[config.mk]
export PLATFORM = sky130hd
export DESIGN_NAME = json_array_element_splitter_unit
export DESIGN_NICKNAME = d
export VERILOG_FILES = /design/src/rtl/jaes_pkg.sv /design/src/rtl/json_array_element_splitter_unit.sv
export SDC_FILE = /design/constraint.sdc
export NUM_CORES = 1
export LEC_CHECK = 0
export BUFFER_PORTS_ARGS = -buffer_cell sky130_fd_sc_hd__clkbuf_2
export CAP_MARGIN = 20
export CELL_PAD_IN_SITES_DETAIL_PLACEMENT = 1
export CELL_PAD_IN_SITES_GLOBAL_PLACEMENT = 1
export CORE_UTILIZATION = 40
export DETAILED_ROUTE_END_ITERATION = 12
export PLACE_DENSITY_LB_ADDON = 0.1
export SLEW_MARGIN = 30
export SYNTH_ARGS = -nofsm -noshare
export SYNTH_HDL_FRONTEND = slang
export SYNTH_SLANG_ARGS = --single-unit
[constraint.sdc]
create_clock -name clock -period 5.24 [get_ports clock]
set_input_delay 0 -clock clock [delete_from_list [all_inputs] [get_ports clock]]
set_output_delay 0 -clock clock [all_outputs]
set_load 0.03 [all_outputs]
[src/rtl/jaes_pkg.sv]
// ----------------------------------------------------------------------------
// JSON array element splitter package
// Phase codes, character codes and the blank test shared by the splitter.
// ----------------------------------------------------------------------------
`default_nettype none

package jaes_pkg;

   // Parser phase: looking for the opening bracket, inside the array, or
   // finished with the array and waiting for the end of the message.
   typedef enum logic [1:0] {
      PH_SEEK   = 2'd0,
      PH_ARRAY  = 2'd1,
      PH_CLOSED = 2'd2
   } phase_type;

   localparam logic [7:0] CH_LBRACK    = 8'h5B;  // [
   localparam logic [7:0] CH_RBRACK    = 8'h5D;  // ]
   localparam logic [7:0] CH_LBRACE    = 8'h7B;  // {
   localparam logic [7:0] CH_RBRACE    = 8'h7D;  // }
   localparam logic [7:0] CH_COMMA     = 8'h2C;  // ,
   localparam logic [7:0] CH_BACKSLASH = 8'h5C;  // backslash
   localparam logic [7:0] CH_QUOTE     = 8'h22;  // double quote
   localparam logic [7:0] CH_SPACE     = 8'h20;
   localparam logic [7:0] CH_TAB       = 8'h09;
   localparam logic [7:0] CH_CR        = 8'h0D;
   localparam logic [7:0] CH_LF        = 8'h0A;

   // Whitespace as JSON defines it.
   function automatic logic is_blank(input logic [7:0] c);
      return (c == CH_SPACE) || (c == CH_TAB) || (c == CH_CR) || (c == CH_LF);
   endfunction

endpackage

`default_nettype wire

[src/rtl/json_array_element_splitter_unit.sv]
// ----------------------------------------------------------------------------
// JSON array element splitter
// Splits the top-level JSON array of a byte stream into element offsets and
// lengths, one message byte per word.
// ----------------------------------------------------------------------------
//
//  Channel | Direction | Handshake             | Payload
//  --------+-----------+-----------------------+---------------------------------
//  req     | in        | req_valid / req_ready | char_byte, end_of_message
//  rsp     | out       | rsp_valid / rsp_ready | elem_start, elem_length,
//          |           |                       | has_element, array_closed,
//          |           |                       | depth_overflow, message_done
//
// A byte is accepted into the input register; when the output register is free,
// the parser state advances and any result is loaded into the output register.
// Bytes are taken at one byte a cycle while no result waits.
// A result that waits stalls the input register, and req_ready falls once that
// register also holds a byte. Reset is synchronous and re-arms the parser to
// seek an opening bracket at offset zero; the final byte of a message does too.
// ----------------------------------------------------------------------------
`default_nettype none

module json_array_element_splitter_unit #(
   parameter int MAX_NEST    = 255,
   parameter int OFFSET_BITS = 16
) (
   input  wire logic        clock,
   input  wire logic        reset,

   input  wire logic        req_valid,
   output logic             req_ready,
   input  wire logic [7:0]  req_char_byte,
   input  wire logic        req_end_of_message,

   output logic             rsp_valid,
   input  wire logic        rsp_ready,
   output logic [15:0]      rsp_elem_start,
   output logic [15:0]      rsp_elem_length,
   output logic             rsp_has_element,
   output logic             rsp_array_closed,
   output logic             rsp_depth_overflow,
   output logic             rsp_message_done
);

   // Nesting counter is sized so that it can hold the bound itself.
   localparam int NEST_BITS = $clog2(MAX_NEST + 1);
   // Wide enough to compare any length against the 16-bit result ceiling.
   localparam int WIDE_BITS = 33;

   // ---------------------------------------------------------------------
   // Input register stage.
   // ---------------------------------------------------------------------
   logic       s1_valid_ff, s1_valid_in;
   logic [7:0] s1_char_ff;
   logic       s1_eom_ff;
   logic       s1_fire;
   logic       out_free;

   // ---------------------------------------------------------------------
   // Parser state.
   // ---------------------------------------------------------------------
   jaes_pkg::phase_type    phase_ff, phase_in;
   logic                   in_text_ff, in_text_in;
   logic                   escape_ff, escape_in;
   logic [NEST_BITS-1:0]   nest_ff, nest_in;
   logic                   start_valid_ff, start_valid_in;
   logic [OFFSET_BITS-1:0] start_off_ff, start_off_in;
   logic [OFFSET_BITS-1:0] solid_off_ff, solid_off_in;
   logic [OFFSET_BITS-1:0] byte_off_ff, byte_off_in;
   logic                   overflow_ff, overflow_in;

   // ---------------------------------------------------------------------
   // Output register.
   // ---------------------------------------------------------------------
   logic        rsp_valid_ff, rsp_valid_in;
   logic [15:0] rsp_start_ff, rsp_len_ff;
   logic        rsp_has_ff, rsp_closed_ff, rsp_ovf_ff, rsp_done_ff;

   // Per-byte decode results.
   logic                   emit, ends, solid, closed, has;
   logic [15:0]            e_start, e_len;
   logic [OFFSET_BITS:0]   len_full;
   logic [WIDE_BITS-1:0]   len_wide;
   logic                   blank;
   // Overflow flag as it stands after this byte, before any re-arm.
   logic                   ovf_step;

   // The output register can take a new result when it is empty or is
   // handing its current one over in this cycle.
   assign out_free  = !rsp_valid_ff || rsp_ready;
   assign s1_fire   = s1_valid_ff && out_free;
   assign req_ready = !s1_valid_ff || out_free;

   assign s1_valid_in = (req_valid && req_ready) ? 1'b1 :
                        (s1_fire ? 1'b0 : s1_valid_ff);

   assign blank = jaes_pkg::is_blank(s1_char_ff);

   // Next parser state and result for the byte in the input register.
   always_comb begin
      phase_in       = phase_ff;
      in_text_in     = in_text_ff;
      escape_in      = escape_ff;
      nest_in        = nest_ff;
      start_valid_in = start_valid_ff;
      start_off_in   = start_off_ff;
      solid_off_in   = solid_off_ff;
      byte_off_in    = byte_off_ff;
      overflow_in    = overflow_ff;
      solid          = 1'b0;
      ends           = 1'b0;
      closed         = 1'b0;
      has            = 1'b0;
      e_start        = '0;
      e_len          = '0;
      len_full       = '0;
      len_wide       = '0;

      unique case (phase_ff)
         jaes_pkg::PH_SEEK: begin
            if (s1_char_ff == jaes_pkg::CH_LBRACK) begin
               phase_in       = jaes_pkg::PH_ARRAY;
               in_text_in     = 1'b0;
               escape_in      = 1'b0;
               nest_in        = '0;
               start_valid_in = 1'b0;
            end
         end
         jaes_pkg::PH_ARRAY: begin
            if (escape_ff) begin
               escape_in = 1'b0;
               solid     = 1'b1;
            end else if (in_text_ff) begin
               if (s1_char_ff == jaes_pkg::CH_BACKSLASH) begin
                  escape_in = 1'b1;
               end else if (s1_char_ff == jaes_pkg::CH_QUOTE) begin
                  in_text_in = 1'b0;
               end
               solid = 1'b1;
            end else if (s1_char_ff == jaes_pkg::CH_QUOTE) begin
               if (!start_valid_ff) begin
                  start_valid_in = 1'b1;
                  start_off_in   = byte_off_ff;
               end
               in_text_in = 1'b1;
               solid      = 1'b1;
            end else if (s1_char_ff == jaes_pkg::CH_LBRACK ||
                         s1_char_ff == jaes_pkg::CH_LBRACE) begin
               if (nest_ff == '0 && !start_valid_ff) begin
                  start_valid_in = 1'b1;
                  start_off_in   = byte_off_ff;
               end
               // Nesting saturates at the bound and leaves a sticky flag.
               if (nest_ff >= NEST_BITS'(MAX_NEST)) begin
                  overflow_in = 1'b1;
               end else begin
                  nest_in = nest_ff + NEST_BITS'(1);
               end
               solid = 1'b1;
            end else if (s1_char_ff == jaes_pkg::CH_RBRACK ||
                         s1_char_ff == jaes_pkg::CH_RBRACE) begin
               if (nest_ff == '0) begin
                  ends     = 1'b1;
                  closed   = 1'b1;
                  phase_in = jaes_pkg::PH_CLOSED;
               end else begin
                  nest_in = nest_ff - NEST_BITS'(1);
                  solid   = 1'b1;
               end
            end else if (nest_ff != '0) begin
               solid = 1'b1;
            end else if (s1_char_ff == jaes_pkg::CH_COMMA) begin
               ends = 1'b1;
            end else if (!blank) begin
               if (!start_valid_ff) begin
                  start_valid_in = 1'b1;
                  start_off_in   = byte_off_ff;
               end
               solid = 1'b1;
            end

            // Remember the last non-blank byte so trailing blanks are trimmed.
            if (solid && start_valid_in && !blank) begin
               solid_off_in = byte_off_ff;
            end

            if (ends) begin
               if (start_valid_in) begin
                  len_full = {1'b0, solid_off_in} - {1'b0, start_off_in} +
                             (OFFSET_BITS+1)'(1);
                  if (solid_off_in < start_off_in) begin
                     len_full = '0;
                  end
                  len_wide = WIDE_BITS'(len_full);
                  e_len    = (len_wide > WIDE_BITS'(16'hFFFF)) ? 16'hFFFF
                                                               : 16'(len_full);
                  e_start  = 16'(start_off_in);
                  has      = 1'b1;
               end
               start_valid_in = 1'b0;
            end
         end
         jaes_pkg::PH_CLOSED: begin
            // Bytes after the close are ignored until the end of the message.
         end
         default: begin
            phase_in = jaes_pkg::PH_SEEK;
         end
      endcase

      emit     = ends || s1_eom_ff;
      ovf_step = overflow_in;

      // The final byte re-arms everything; otherwise the offset counts up and
      // sticks at its ceiling.
      if (s1_eom_ff) begin
         phase_in       = jaes_pkg::PH_SEEK;
         in_text_in     = 1'b0;
         escape_in      = 1'b0;
         nest_in        = '0;
         start_valid_in = 1'b0;
         start_off_in   = '0;
         solid_off_in   = '0;
         byte_off_in    = '0;
         overflow_in    = 1'b0;
      end else if (!(&byte_off_ff)) begin
         byte_off_in = byte_off_ff + OFFSET_BITS'(1);
      end
   end

   assign rsp_valid_in = (s1_fire && emit) ? 1'b1 :
                         (rsp_ready ? 1'b0 : rsp_valid_ff);

   // Handshake and parser state registers.
   always_ff @(posedge clock) begin
      if (reset) begin
         s1_valid_ff    <= 1'b0;
         rsp_valid_ff   <= 1'b0;
         phase_ff       <= jaes_pkg::PH_SEEK;
         in_text_ff     <= 1'b0;
         escape_ff      <= 1'b0;
         nest_ff        <= '0;
         start_valid_ff <= 1'b0;
         start_off_ff   <= '0;
         solid_off_ff   <= '0;
         byte_off_ff    <= '0;
         overflow_ff    <= 1'b0;
      end else begin
         s1_valid_ff  <= s1_valid_in;
         rsp_valid_ff <= rsp_valid_in;
         if (s1_fire) begin
            phase_ff       <= phase_in;
            in_text_ff     <= in_text_in;
            escape_ff      <= escape_in;
            nest_ff        <= nest_in;
            start_valid_ff <= start_valid_in;
            start_off_ff   <= start_off_in;
            solid_off_ff   <= solid_off_in;
            byte_off_ff    <= byte_off_in;
            overflow_ff    <= overflow_in;
         end
      end
   end

   // Payload registers need no reset.
   always_ff @(posedge clock) begin
      if (req_valid && req_ready) begin
         s1_char_ff <= req_char_byte;
         s1_eom_ff  <= req_end_of_message;
      end
      if (s1_fire && emit) begin
         rsp_start_ff  <= e_start;
         rsp_len_ff    <= e_len;
         rsp_has_ff    <= has;
         rsp_closed_ff <= closed;
         rsp_ovf_ff    <= ovf_step;
         rsp_done_ff   <= s1_eom_ff;
      end
   end

   assign rsp_valid          = rsp_valid_ff;
   assign rsp_elem_start     = rsp_start_ff;
   assign rsp_elem_length    = rsp_len_ff;
   assign rsp_has_element    = rsp_has_ff;
   assign rsp_array_closed   = rsp_closed_ff;
   assign rsp_depth_overflow = rsp_ovf_ff;
   assign rsp_message_done   = rsp_done_ff;

   // ---------------------------------------------------------------------
   // Assertions.
   // ---------------------------------------------------------------------

   // A reported element always holds at least one byte.
   a_elem_nonempty: assert property (@(posedge clock) disable iff (reset)
      rsp_valid && rsp_has_element |-> rsp_elem_length != 16'd0)
      else $error("element reported with zero length");

   // Without an element the offset and length fields read as zero.
   a_no_elem_zero: assert property (@(posedge clock) disable iff (reset)
      rsp_valid && !rsp_has_element |->
         rsp_elem_start == 16'd0 && rsp_elem_length == 16'd0)
      else $error("stray element fields without an element");

   // While searching for the opening bracket no nesting or string is open.
   a_seek_clean: assert property (@(posedge clock) disable iff (reset)
      phase_ff == jaes_pkg::PH_SEEK |->
         nest_ff == '0 && !in_text_ff && !escape_ff && !start_valid_ff)
      else $error("parser state left over while seeking the array");

   // The nesting counter never passes its bound.
   a_nest_bound: assert property (@(posedge clock) disable iff (reset)
      nest_ff <= NEST_BITS'(MAX_NEST))
      else $error("nesting counter beyond bound");

   // The byte after a final byte is parsed from offset zero.
   a_rearm: assert property (@(posedge clock) disable iff (reset)
      s1_fire && s1_eom_ff |=> byte_off_ff == '0 && phase_ff == jaes_pkg::PH_SEEK)
      else $error("parser not re-armed after end of message");

endmodule

`default_nettype wire

==> key figures <==
Run status
  • Outcome: finished, final reports clean

Synth
  • Synth Flop Type: dfxtp_1
  • Post-Syn Nets: 729
  • Netlist cell types: 64
  • Mean cell area of the mapped netlist: 9.543 sq um
  • Seq/Total Area, Yosys: 41.36%
  • Number of flops mapped to enable cells by yosys: 45
  • #FFs+latches synth: 109
  • Syn. warnings: 0
  • Async set-or-reset flop fraction in the synthesized netlist: 0%
  • Syn Std Cell Area: 0.006365 sq mm
  • Post-Syn Instances: 667

Clock network
  • TritonCTS clock tree: yes
  • Clk Latency, worst-skew pair: 0.37 ns
  • Num CTS Buffers: 9
  • Clock root cell: clkbuf_16
  • CTS clk-pin slew, worst paths: 0.08 ns
  • H-tree depth: 3
  • Clock Path Buffers: 2
  • # clock sinks: 109

Setup path
  • Critical path endpoint category: register
  • CP Launch Type: register
  • Reg2Reg Depth: 21
  • Most Frequent Cell on Critical Path: buf_6
  • Critical path buffer and inverter count: 4
  • Cell family with most CP delay: simple AND/OR/NAND/NOR gates
  • Reg-to-Reg Start: nest_ff[5]
  • Reg2reg end: rsp_elem_length[9]
  • CP Data Required Time: 5.33 ns
  • R2R Setup Slk: 0.19 ns
  • WS Path Type: reg2reg
  • CP max-delay cell: or4_4
  • Crit-path max FO: 8
  • CP arrival: 5.14 ns
  • CP max stage delay: 0.59 ns
  • Crit-path cells: or4_4 > nor2_4 > and4bb_4 > o21ai_2 > nor2b_4 > or3_4 > buf_6 > mux2_2 > ha_2 > inv_2 > fa_2 > nor3b_1 > nor3_2 > a2bb2oi_2 > and2_4 > a311oi_2 > o31ai_2 > xor2_1 > buf_4 > buf_6 > a21oi_1

Cells and area
  • Antenna diode count: 0
  • Area growth from synthesis to layout: 20.15%
  • Design area: 0.007647 sq mm
  • Multi-input logic area: 0.003555 sq mm
  • FF+latch area: 0.002634 sq mm
  • Layout Nets: 822
  • Layout cells sized above 1: 23.01%
  • Fillcell total: 1754

Pwr
  • PwrDens: 230.0 mW/mm^2
  • Combinational share of power: 8.2%
  • Clock share of power: 40.4%
  • Seq pwr share: 51.4%
  • Net Switching: 425.0 uW
  • Worst vdd ir: 0.1519 mV
  • Pint: 1.334 mW
  • Sw Ratio: 24.16%
  • Leak: 3.102 nW

Global route
  • GRT Total Usage: 22.74%
  • Met3 Use GR: 3.673%
  • Vias in the first global route: 5701
  • Initial antenna violation count: 0
  • Largest net degree at the start of global routing: 31
  • Grt met1 use: 26.31%
  • GRT overflow: 0
  • GR peak layer: met2
  • Met2 Use GR: 42.87%
  • First-pass GRT wire length: 28820 microns

Floorplanning
  • Row count: 45
  • Die height: 128.1 microns
  • Starting Density: 41.41%
  • # IOs: 51
  • Die Footprint: 0.01642 sq mm
  • Core area: 0.01537 sq mm
  • Die W: 128.1 microns

Timing
  • Actual slew at the worst max-slew pin: 0.6699 ns
  • Minimum clock period: 5.050 ns
  • Final period utilization: 96.38%
  • Clock Skews: 0.01002 ns
  • Hold Worst Slack: 0.1622 ns
  • Endpoints failing hold: 0
  • Achievable frequency: 198.0 MHz
  • Setup-failing EPs final: 0
  • Slew Viols, Final: 0
  • Slew HR: 55.00%

Worst hold path
  • WHS Path Cells: 2
  • WHS Endpoint: nest_ff[5]
  • HP Start: reset
  • Type of the most critical hold path: in2reg

Place
  • PortBufs: 50
  • GPL Wtd Cong: 0.8226
  • Placed Area: 0.007018 sq mm
  • DP HPWL: 12880 microns

Routing
  • First DRT Iteration DRCs: 216
  • Vias: 5309
  • DRT antenna net count: 0
  • Drt total wl: 17660 microns
  • Routed WL per cell: 18.10 microns
  • Via density: 5.440
  • DR DRC count: 0
  • DR pass1 iterations: 4

Run
  • Max-cap viol count: 0
[per-layer routing]
metal / part of all wire (%) / vias up
li1: - / 2578
met1: 43 / 2640
met2: 53 / 73
met3: 2.4 / 18
met4: 1.5 / 0
met5: 0 / -
[metrics by stage]
step	power [mW]	utilization [%]	TNS, ns	std cells	setup WS (ns)
6_report	1.759	49.75	0	976	0.1895
5_1_grt	1.820	49.75	-0.07897	976	-0.02139
4_1_cts	1.768	48.77	0	967	0.03906
3_5_place_dp	1.051	45.66	-1.446	936	-0.1924
3_3_place_gp	1.047	45.66	0	936	0.07864
2_1_floorplan	1.007	-	0	667	0.006895
[synth_stat cells (3+ instances only)]
cell type  instances  area, sq um
or3_1             14        87.58
nor4_1             4        25.02
inv_1             38        142.6
a221oi_1           6        52.55
dfxtp_1           64         1281
buf_2              6        30.03
o211ai_1           8        60.06
a22o_1            18        157.7
nand2_1           45        168.9
a211oi_1           3        22.52
mux2i_1            9        90.09
a21o_1             6        45.04
nand2b_1          16        100.1
buf_6              3        33.78
o21ai_0           30        150.1
mux2_2            22        247.7
fa_1               9        180.2
xor2_1            23        201.4
o21bai_1           4        30.03
and4_1             3        26.28
nor2b_1            3        18.77
xnor2_1           10        87.58
a31oi_1            3        18.77
clkbuf_1          19        71.32
nor3b_1            3        22.52
and2_1             6        37.54
nor3_1            14        70.07
ha_1              40        500.5
nor2_1            75        281.5
or2_2              4        25.02
a21oi_1           54        270.3
nand3_1           11        55.05
nand4_1            6        37.54
edfxtp_1          45         1351
o21a_1             3        22.52
[cell families after synthesis]
| family | after synthesis | synth area share, % |
|---|---|---|
| AO/OA/AOI/OAI | 155 | 16.00 |
| buffers and inverters | 68 | 4.482 |
| multiplexers | 31 | 5.308 |
| flip-flops | 109 | 41.36 |
| AND/OR/NAND/NOR | 222 | 17.61 |
| adder cells (fa/ha/maj) | 49 | 10.69 |
| XOR/XNOR | 33 | 4.541 |
[worst reg2reg max path: stages, from the launching register on]
cell	delay, ns
dfxtp_2	0.35
or4_4	0.59
nor2_4	0.12
and4bb_4	0.25
o21ai_2	0.06
nor2b_4	0.15
or3_4	0.43
buf_6	0.15
mux2_2	0.22
ha_2	0.18
inv_2	0.04
fa_2	0.56
nor3b_1	0.31
nor3_2	0.07
a2bb2oi_2	0.15
and2_4	0.18
a311oi_2	0.25
o31ai_2	0.12
xor2_1	0.24
buf_4	0.16
buf_6	0.12
a21oi_1	0.08
[cell usage in the layout (no fill, tap or decap), types with 16 or more instances in the layout]
cell type  count
a21oi_1       53
xor2_1        23
clkbuf_2      50
buf_4         44
inv_1         37
nor2_1        74
edfxtp_1      45
dfxtp_1       63
nand2_1       45
a22o_1        18
mux2_2        22
ha_1          39
o21ai_0       28
nand2b_1      16
[layout make-up]
type                       instances  share of cell area, %
clock buffer                      14                  3.747
inverter                          39                  1.914
clock inverter                     2                 0.1800
tap                              211                  3.452
sequential                       109                  34.44
timing repair buffer             111                  9.784
multi-input combinational        490                  46.48
[sequential cells by signal, summed over array words and instances, names as in the netlist, 2 cells and up]
signal and cells:
nest_ff 8, phase_ff 2, rsp_elem_start 16, byte_off_ff 16
s1_char_ff 8, rsp_elem_length 16, solid_off_ff 16, start_off_ff 16
[how the worst max path moves through the flow]
| stage | endpoint | from | slack, ns | cells past startpoint |
|---|---|---|---|---|
| after global routing | rsp_elem_length[8] | s1_char_ff[0] | -0.02 | 22 |
| final | rsp_elem_length[9] | nest_ff[5] | 0.19 | 21 |
| after floorplan | rsp_elem_length[10] | s1_char_ff[0] | 0.007 | 21 |
| after global placement | rsp_elem_length[15] | nest_ff[0] | 0.08 | 17 |
| after detailed placement | rsp_elem_length[15] | s1_char_ff[0] | -0.19 | 20 |
| after CTS | rsp_elem_length[9] | nest_ff[0] | 0.04 | 19 |
[what timing repair did]
item                                    CTS  global route
setup buffers                             3             7
endpoints found under the setup margin   16            16
hold buffers                             12             0
pin swaps                                 0            12
gates resized for setup                   7            26
endpoints found under the hold margin    11             0
gates cloned                              0             1
[power by group through the flow]
stage | logic (mW) | clock network (mW) | registers, mW
2_1_floorplan | 0.0706 | 0 | 0.936
3_3_place_gp | 0.125 | 0 | 0.922
3_5_place_dp | 0.128 | 0 | 0.923
4_1_cts | 0.138 | 0.726 | 0.903
5_1_grt | 0.157 | 0.758 | 0.905
6_report | 0.144 | 0.711 | 0.903
Power figures use the tool's default switching activity.
